File: config.mk
export PLATFORM = sky130hd
export DESIGN_NAME = uer_seq
export DESIGN_NICKNAME = d
export VERILOG_FILES = /design/src/design/uer_pkg.sv /design/src/design/uer_seq.sv
export SDC_FILE = /design/constraint.sdc
export NUM_CORES = 1
export LEC_CHECK = 0
export BUFFER_PORTS_ARGS = -buffer_cell sky130_fd_sc_hd__buf_2
export CORE_ASPECT_RATIO = 0.8
export CORE_MARGIN = 1
export CORE_UTILIZATION = 61
export CTS_CLUSTER_SIZE = 12
export DETAILED_ROUTE_END_ITERATION = 16
export HOLD_SLACK_MARGIN = 0.06
export PLACE_DENSITY = 0.82
export SLEW_MARGIN = 20
export SYNTH_ARGS = -nofsm -noshare
export SYNTH_HDL_FRONTEND = slang
export SYNTH_SLANG_ARGS = --single-unit
File: constraint.sdc
create_clock -name clk -period 8.14 [get_ports clk]
set_input_delay 1.628 -clock clk [delete_from_list [all_inputs] [get_ports clk]]
set_output_delay 1.628 -clock clk [all_outputs]
set_load 0.03 [all_outputs]
File: src/design/uer_pkg.sv
// Shared constants, types and codes of the ultrasonic echo ranger.
`default_nettype none
package uer_pkg;

  localparam int MAX_RANGE        = 500;
  localparam int ROUNDTRIP_TICKS  = 57;
  localparam int START_WAIT_TICKS = 5800;
  localparam int OVERHEAD_TICKS   = 5;

  localparam int TRIG_LOW_TICKS  = 4;
  localparam int TRIG_HIGH_TICKS = 10;

  localparam int LIMIT_MAX = (MAX_RANGE + 1) * ROUNDTRIP_TICKS;
  localparam int LIMIT_W   = $clog2(LIMIT_MAX + 1);
  localparam int CNT_W     = $clog2(LIMIT_MAX + START_WAIT_TICKS + 2);

  localparam int DIST_W    = 9;
  localparam int ETIME_W   = 15;
  localparam int STATUS_W  = 2;
  localparam int CFG_IDX_W = 2;
  localparam int CFG_DAT_W = 9;
  localparam int PHASE_W   = 3;

  localparam logic [DIST_W-1:0]  DIST_RESET = 9'd500;
  localparam logic [ETIME_W-1:0] ETIME_MAX  = 15'h7fff;

  localparam logic [CFG_IDX_W-1:0] REG_RANGE         = 2'd0;
  localparam logic [CFG_IDX_W-1:0] REG_ROUNDING_MODE = 2'd1;
  localparam logic [CFG_IDX_W-1:0] REG_ECHO_ACTIVE   = 2'd2;

  localparam logic [STATUS_W-1:0] ST_MEASURED     = 2'd0;
  localparam logic [STATUS_W-1:0] ST_ECHO_AT_START = 2'd1;
  localparam logic [STATUS_W-1:0] ST_START_TIMEOUT = 2'd2;
  localparam logic [STATUS_W-1:0] ST_ECHO_TIMEOUT  = 2'd3;

  localparam logic [PHASE_W-1:0] PH_IDLE  = 3'd0;
  localparam logic [PHASE_W-1:0] PH_LOW   = 3'd1;
  localparam logic [PHASE_W-1:0] PH_HIGH  = 3'd2;
  localparam logic [PHASE_W-1:0] PH_ARMED = 3'd3;
  localparam logic [PHASE_W-1:0] PH_WAIT  = 3'd4;
  localparam logic [PHASE_W-1:0] PH_TIME  = 3'd5;

  typedef struct packed {
    logic start_req;
    logic echo_level;
  } in_item_t;

  typedef struct packed {
    logic                trigger_level;
    logic                busy_res;
    logic                done_res;
    logic [STATUS_W-1:0] status;
    logic [ETIME_W-1:0]  echo_time;
  } out_item_t;

  typedef struct packed {
    logic [LIMIT_W-1:0] limit;
    logic               echo_active_level;
  } cfg_t;

endpackage
`default_nettype wire

File: src/design/uer_seq.sv
// Measurement sequencer: phase, counters and per-tick result.
`default_nettype none
module uer_seq import uer_pkg::*; (
  input  wire logic      clk,
  input  wire logic      rst_n,
  input  wire logic      advance,
  input  wire in_item_t  item,
  input  wire cfg_t      cfg,
  output out_item_t      res
);

  logic [PHASE_W-1:0] phase_r, phase_nxt;
  logic [CNT_W-1:0]   wait_r, wait_nxt;
  logic [CNT_W-1:0]   pulse_r, pulse_nxt;

  always_comb begin
    logic [PHASE_W-1:0] ph;
    logic [CNT_W-1:0]   wc;
    logic [CNT_W-1:0]   pc;
    logic [CNT_W-1:0]   tsub;
    logic               active;
    active = (item.echo_level == cfg.echo_active_level);
    ph = phase_r;
    wc = wait_r;
    pc = pulse_r;
    tsub = '0;
    res = '0;
    if (ph == PH_IDLE && item.start_req) begin
      ph = PH_LOW;
      wc = '0;
      pc = '0;
    end
    phase_nxt = ph;
    wait_nxt  = wc;
    pulse_nxt = pc;
    unique case (ph)
      PH_IDLE: begin
      end
      PH_LOW: begin
        res.busy_res = 1'b1;
        wait_nxt = wc + CNT_W'(1);
        if (wait_nxt >= CNT_W'(TRIG_LOW_TICKS)) begin
          phase_nxt = PH_HIGH;
          wait_nxt  = '0;
        end
      end
      PH_HIGH: begin
        res.busy_res      = 1'b1;
        res.trigger_level = 1'b1;
        wait_nxt = wc + CNT_W'(1);
        if (wait_nxt >= CNT_W'(TRIG_HIGH_TICKS)) begin
          phase_nxt = PH_ARMED;
          wait_nxt  = '0;
        end
      end
      PH_ARMED: begin
        if (active) begin
          res.done_res = 1'b1;
          res.status   = ST_ECHO_AT_START;
          phase_nxt    = PH_IDLE;
        end else begin
          res.busy_res = 1'b1;
          wait_nxt     = '0;
          phase_nxt    = PH_WAIT;
        end
      end
      PH_WAIT: begin
        if (active) begin
          res.busy_res = 1'b1;
          pulse_nxt    = '0;
          phase_nxt    = PH_TIME;
        end else begin
          wait_nxt = wc + CNT_W'(1);
          if (wait_nxt > CNT_W'(cfg.limit) + CNT_W'(START_WAIT_TICKS)) begin
            res.done_res = 1'b1;
            res.status   = ST_START_TIMEOUT;
            phase_nxt    = PH_IDLE;
          end else begin
            res.busy_res = 1'b1;
          end
        end
      end
      PH_TIME: begin
        pulse_nxt = pc + CNT_W'(1);
        if (!active) begin
          if (pulse_nxt > CNT_W'(OVERHEAD_TICKS)) begin
            tsub = pulse_nxt - CNT_W'(OVERHEAD_TICKS);
          end
          res.done_res = 1'b1;
          res.status   = ST_MEASURED;
          if (32'(tsub) > 32'(ETIME_MAX)) begin
            res.echo_time = ETIME_MAX;
          end else begin
            res.echo_time = ETIME_W'(tsub);
          end
          phase_nxt = PH_IDLE;
        end else if (pulse_nxt > CNT_W'(cfg.limit)) begin
          res.done_res = 1'b1;
          res.status   = ST_ECHO_TIMEOUT;
          phase_nxt    = PH_IDLE;
        end else begin
          res.busy_res = 1'b1;
        end
      end
      default: phase_nxt = PH_IDLE;
    endcase
  end

  always_ff @(posedge clk) begin
    if (!rst_n) begin
      phase_r <= PH_IDLE;
      wait_r  <= '0;
      pulse_r <= '0;
    end else if (advance) begin
      phase_r <= phase_nxt;
      wait_r  <= wait_nxt;
      pulse_r <= pulse_nxt;
    end
  end

  a_low_count: assert property (@(posedge clk) disable iff (!rst_n)
    (phase_r == PH_LOW) |-> (wait_r < CNT_W'(TRIG_LOW_TICKS)))
    else $error("trigger low count out of range");

  a_high_end: assert property (@(posedge clk) disable iff (!rst_n)
    (advance && phase_r == PH_HIGH && wait_r == CNT_W'(TRIG_HIGH_TICKS - 1))
    |=> (phase_r == PH_ARMED))
    else $error("trigger pulse did not end after its high ticks");

  a_trig_phase: assert property (@(posedge clk) disable iff (!rst_n)
    res.trigger_level |-> (phase_r == PH_HIGH))
    else $error("trigger driven outside high phase");

  a_idle_hold: assert property (@(posedge clk) disable iff (!rst_n)
    (advance && phase_r == PH_IDLE && !item.start_req) |=> (phase_r == PH_IDLE))
    else $error("left idle without a start request");

  a_time_valid: assert property (@(posedge clk) disable iff (!rst_n)
    (res.echo_time != '0) |-> (res.done_res && res.status == ST_MEASURED))
    else $error("echo time reported without a finished measurement");

endmodule
`default_nettype wire

==> results.ini <==
[critical_path]
cpMaxStageDelayCell = nor4_1
rr_endpoint = phase_r[0]
slowest_delay_ns = 0.53
critPathBufInv = 3
path_class = input port to primary output
crit_fanout = 25
cp_data_arrival_time_ns = 6.16
crit_end = res[15]
worstPathRequired_ns = 6.51
worst-path-stages = 18
r2r_start = phase_r[0]
endpoint_kind = primary output
critPathTopFamily = simple AND/OR/NAND/NOR gates
start_kind = input port
r2r_cells = 17
crit_path_cell_trace = buf_2 -> or4b_4 -> nand2_1 -> inv_1 -> ha_1 -> nand4_1 -> nor4_1 -> nand3b_1 -> a21oi_1 -> ha_1 -> nand4_1 -> nor4_1 -> o211ai_1 -> a31oi_1 -> o21ai_0 -> a21oi_1 -> nor3_1 -> buf_2
critPathLaunch = item[1]
r2r_slack_ns = 3.01

[floorplan]
rows = 26
pin_count = 41
core-area_um2 = 6474
fp.dieH_um = 75.87
die-area_um2 = 7156
fp.dieW_um = 94.33
start_util_pct = 64.26

[timing]
period_needed_ns = 7.790
finalSetupTns_ns = 0
worst_pin_slew_ns = 1.002
holdWs_ns = 0.5318
skew_ns = 0.008229
setup_ws_ns = 0.3496
hold_viol_final = 0
maxSlewViolCount = 0
period_share_pct = 95.71
fmax_mhz = 128.4
worst_slew_margin_rel_pct = 32.66
setup_viol = 0
grt_setup_unrepaired = false

[layout]
drive_gt1_share_pct = 13.38
multi_input_area_um2 = 3173
utilization_pct = 68.25
diodes = 0
fillers = 595
final_nets = 637
register_area_um2 = 700.7
fin_area_um2 = 4418
final_cell_count_no_fill = 667
syn_to_final_growth_pct = 6.196

[logic_synthesis]
synth.avg_cell_area_um2 = 7.324
ys_seq_area_share_pct = 16.84
synthXorXnorAreaFrac_pct = 9.053
synth.area.mux_share_pct = 1.263
synthTopCellsByArea = dfxtp_1 (17%), ha_1 (10%), xnor2_1 (7.6%), nor2_1 (4.3%), a21oi_1 (4.2%)
synth_common_cells = nor2_1 (48), nand2_1 (44), xnor2_1 (36)
synth_top_family_by_area = simple AND/OR/NAND/NOR gates
synth_compound_area_share_pct = 27.31
yosys_most_used_dff = dfxtp_1
synth_nets = 623
synth_cell_types = 67
synth-simple-area-share_pct = 28.27
yosys.cell_count.top_type = nor2_1
syn_inst = 568
yosysTopAreaCell = dfxtp_1
synth-seq-cells = 35
synth_fa_ha_area_share_pct = 10.23
ys_warn_count = 0
syn-cell-area_um2 = 4160
async_flop_share_pct = 0
synth_top_area_share_pct = 16.84
synth_edf_count = 0

[clock_network]
post_cts_buffers = 0
cts.clk_slew.worst_paths_ns = 0.07
clock_path_buffers = 2
cts_max_level = 2
hold_buffers = 0
numCtsBuffers = 5
cts_tree = done
root_buffer = clkbuf_8
clock-sinks = 35
ctsResizeCount = 0
clk_latency_ns = 0.29

[route]
firstDrtPassIters = 6
drc_errors = 0
ant_nets = 0
drt-initial-drc-count = 382
avgViaCountPerCell = 6.657
vias = 4440
totalWireLength_um = 11880
drt-wirelength-per-cell_um = 17.81

[global_route]
antenna_found_initial = 0
grt_pass1_wl_um = 18550
overflow = 0
grt_pass1_vias = 3804
grt_max_degree = 30
grt_use_total_pct = 33.38

[hold_path]
hold_path_class = flip-flop to flip-flop

[pwr]
leakage_nw = 1.833
switching_share_pct = 34.36
intPower_mw = 0.2906
pwr-share-comb_pct = 26.1
vdd.ir_drop.worst_mv = 0.07013
pwr-share-clk_pct = 32.9
seq_power_share_pct = 41.0
power_mw = 0.4427
p_sw_mw = 0.1521
powerDensity_nw_per_um2 = 100.2

[place]
place.gp.congestion = 0.8944
dpl.cell_count = 659
buffer_ports.inserted = 40
placed_cell_area_um2 = 4318
dp_slack_ns = 0.4849
dp_hpwl_um = 8971

[job]
maxCapViolations = 0

[run_status]
outcome = finished clean

==> metal layers <==
layer	GRT usage, %	vias up	wire (µm)
li1	-	2113	-
met1	48.48	2079	5514
met2	50.81	224	5052
met3	4.691	24	1109
met4	10.43	0	201
met5	0	-	0
==> state kept, by name, summed over array words and instances (netlist names) <==
name and cells:
wait_r 16, phase_r 3, pulse_r 16
==> how the worst min path moves through the flow <==
stage                     cells past startpoint         end  slack, ns  startpoint
after floorplan                               1  wait_r[15]       0.47  wait_r[15]
after global placement                        1  wait_r[15]       0.50  wait_r[15]
after detailed placement                      1  wait_r[15]       0.51  wait_r[15]
after CTS                                     1  wait_r[15]       0.53  wait_r[15]
after global routing                          1  wait_r[15]       0.55  wait_r[15]
final                                         1  wait_r[15]       0.53  wait_r[15]
==> cells by family (layout without fill, tap and decap cells) <==
kind of cell,Yosys count,after routing
DFF,35,35
adders and majority gates,34,34
xor gates and xnor gates,43,43
and+or+nand+nor,224,224
AOI/OAI and AO/OA,160,160
muxes,5,5
buffers and inverters,67,82
==> placed cells by master (no fill, tap or decap), drive strengths merged, types with 7 or more instances in the layout <==
master / count
nand2: 44
nor2b: 26
nand4: 16
xnor2: 36
o21ai: 30
inv: 30
a31oi: 9
clkbuf: 8
nor3: 19
a22oi: 13
xor2: 7
a21oi: 45
dfxtp: 35
nand2b: 9
nor2: 48
nor4: 12
buf: 43
nand3: 17
ha: 34
o21a: 7
==> worst reg2reg max path: stages (launching register included) <==
cell and delay (ns):
dfxtp_1 0.72, or4b_4 0.46, nand2_1 0.18, inv_1 0.11, ha_1 0.34, nand4_1 0.35
nor4_1 0.46, nand3b_1 0.13, a21oi_1 0.41, ha_1 0.22, nand4_1 0.20, nor4_1 0.53
o211ai_1 0.23, a31oi_1 0.23, o21ai_0 0.19, nand2_1 0.12, nand4_1 0.11, nand2_1 0.09
==> final cells by class <==
| class | count | share of cell area (%) |
|---|---|---|
| Sequential cell | 35 | 15.86 |
| Multi-Input combinational cell | 466 | 71.82 |
| Clock buffer | 8 | 2.266 |
| Inverter | 31 | 2.634 |
| Timing Repair Buffer | 43 | 5.041 |
| Tap cell | 84 | 2.379 |
==> power by group through the flow <==
stage / Clock [mW] / Combinational, mW / Sequential, mW
after CTS: 0.147 / 0.113 / 0.181
after global placement: 0 / 0.109 / 0.185
final: 0.146 / 0.116 / 0.181
after detailed placement: 0 / 0.112 / 0.185
after global routing: 0.154 / 0.126 / 0.182
after floorplan: 0 / 0.0886 / 0.180
(Power assumes the default switching activity.)
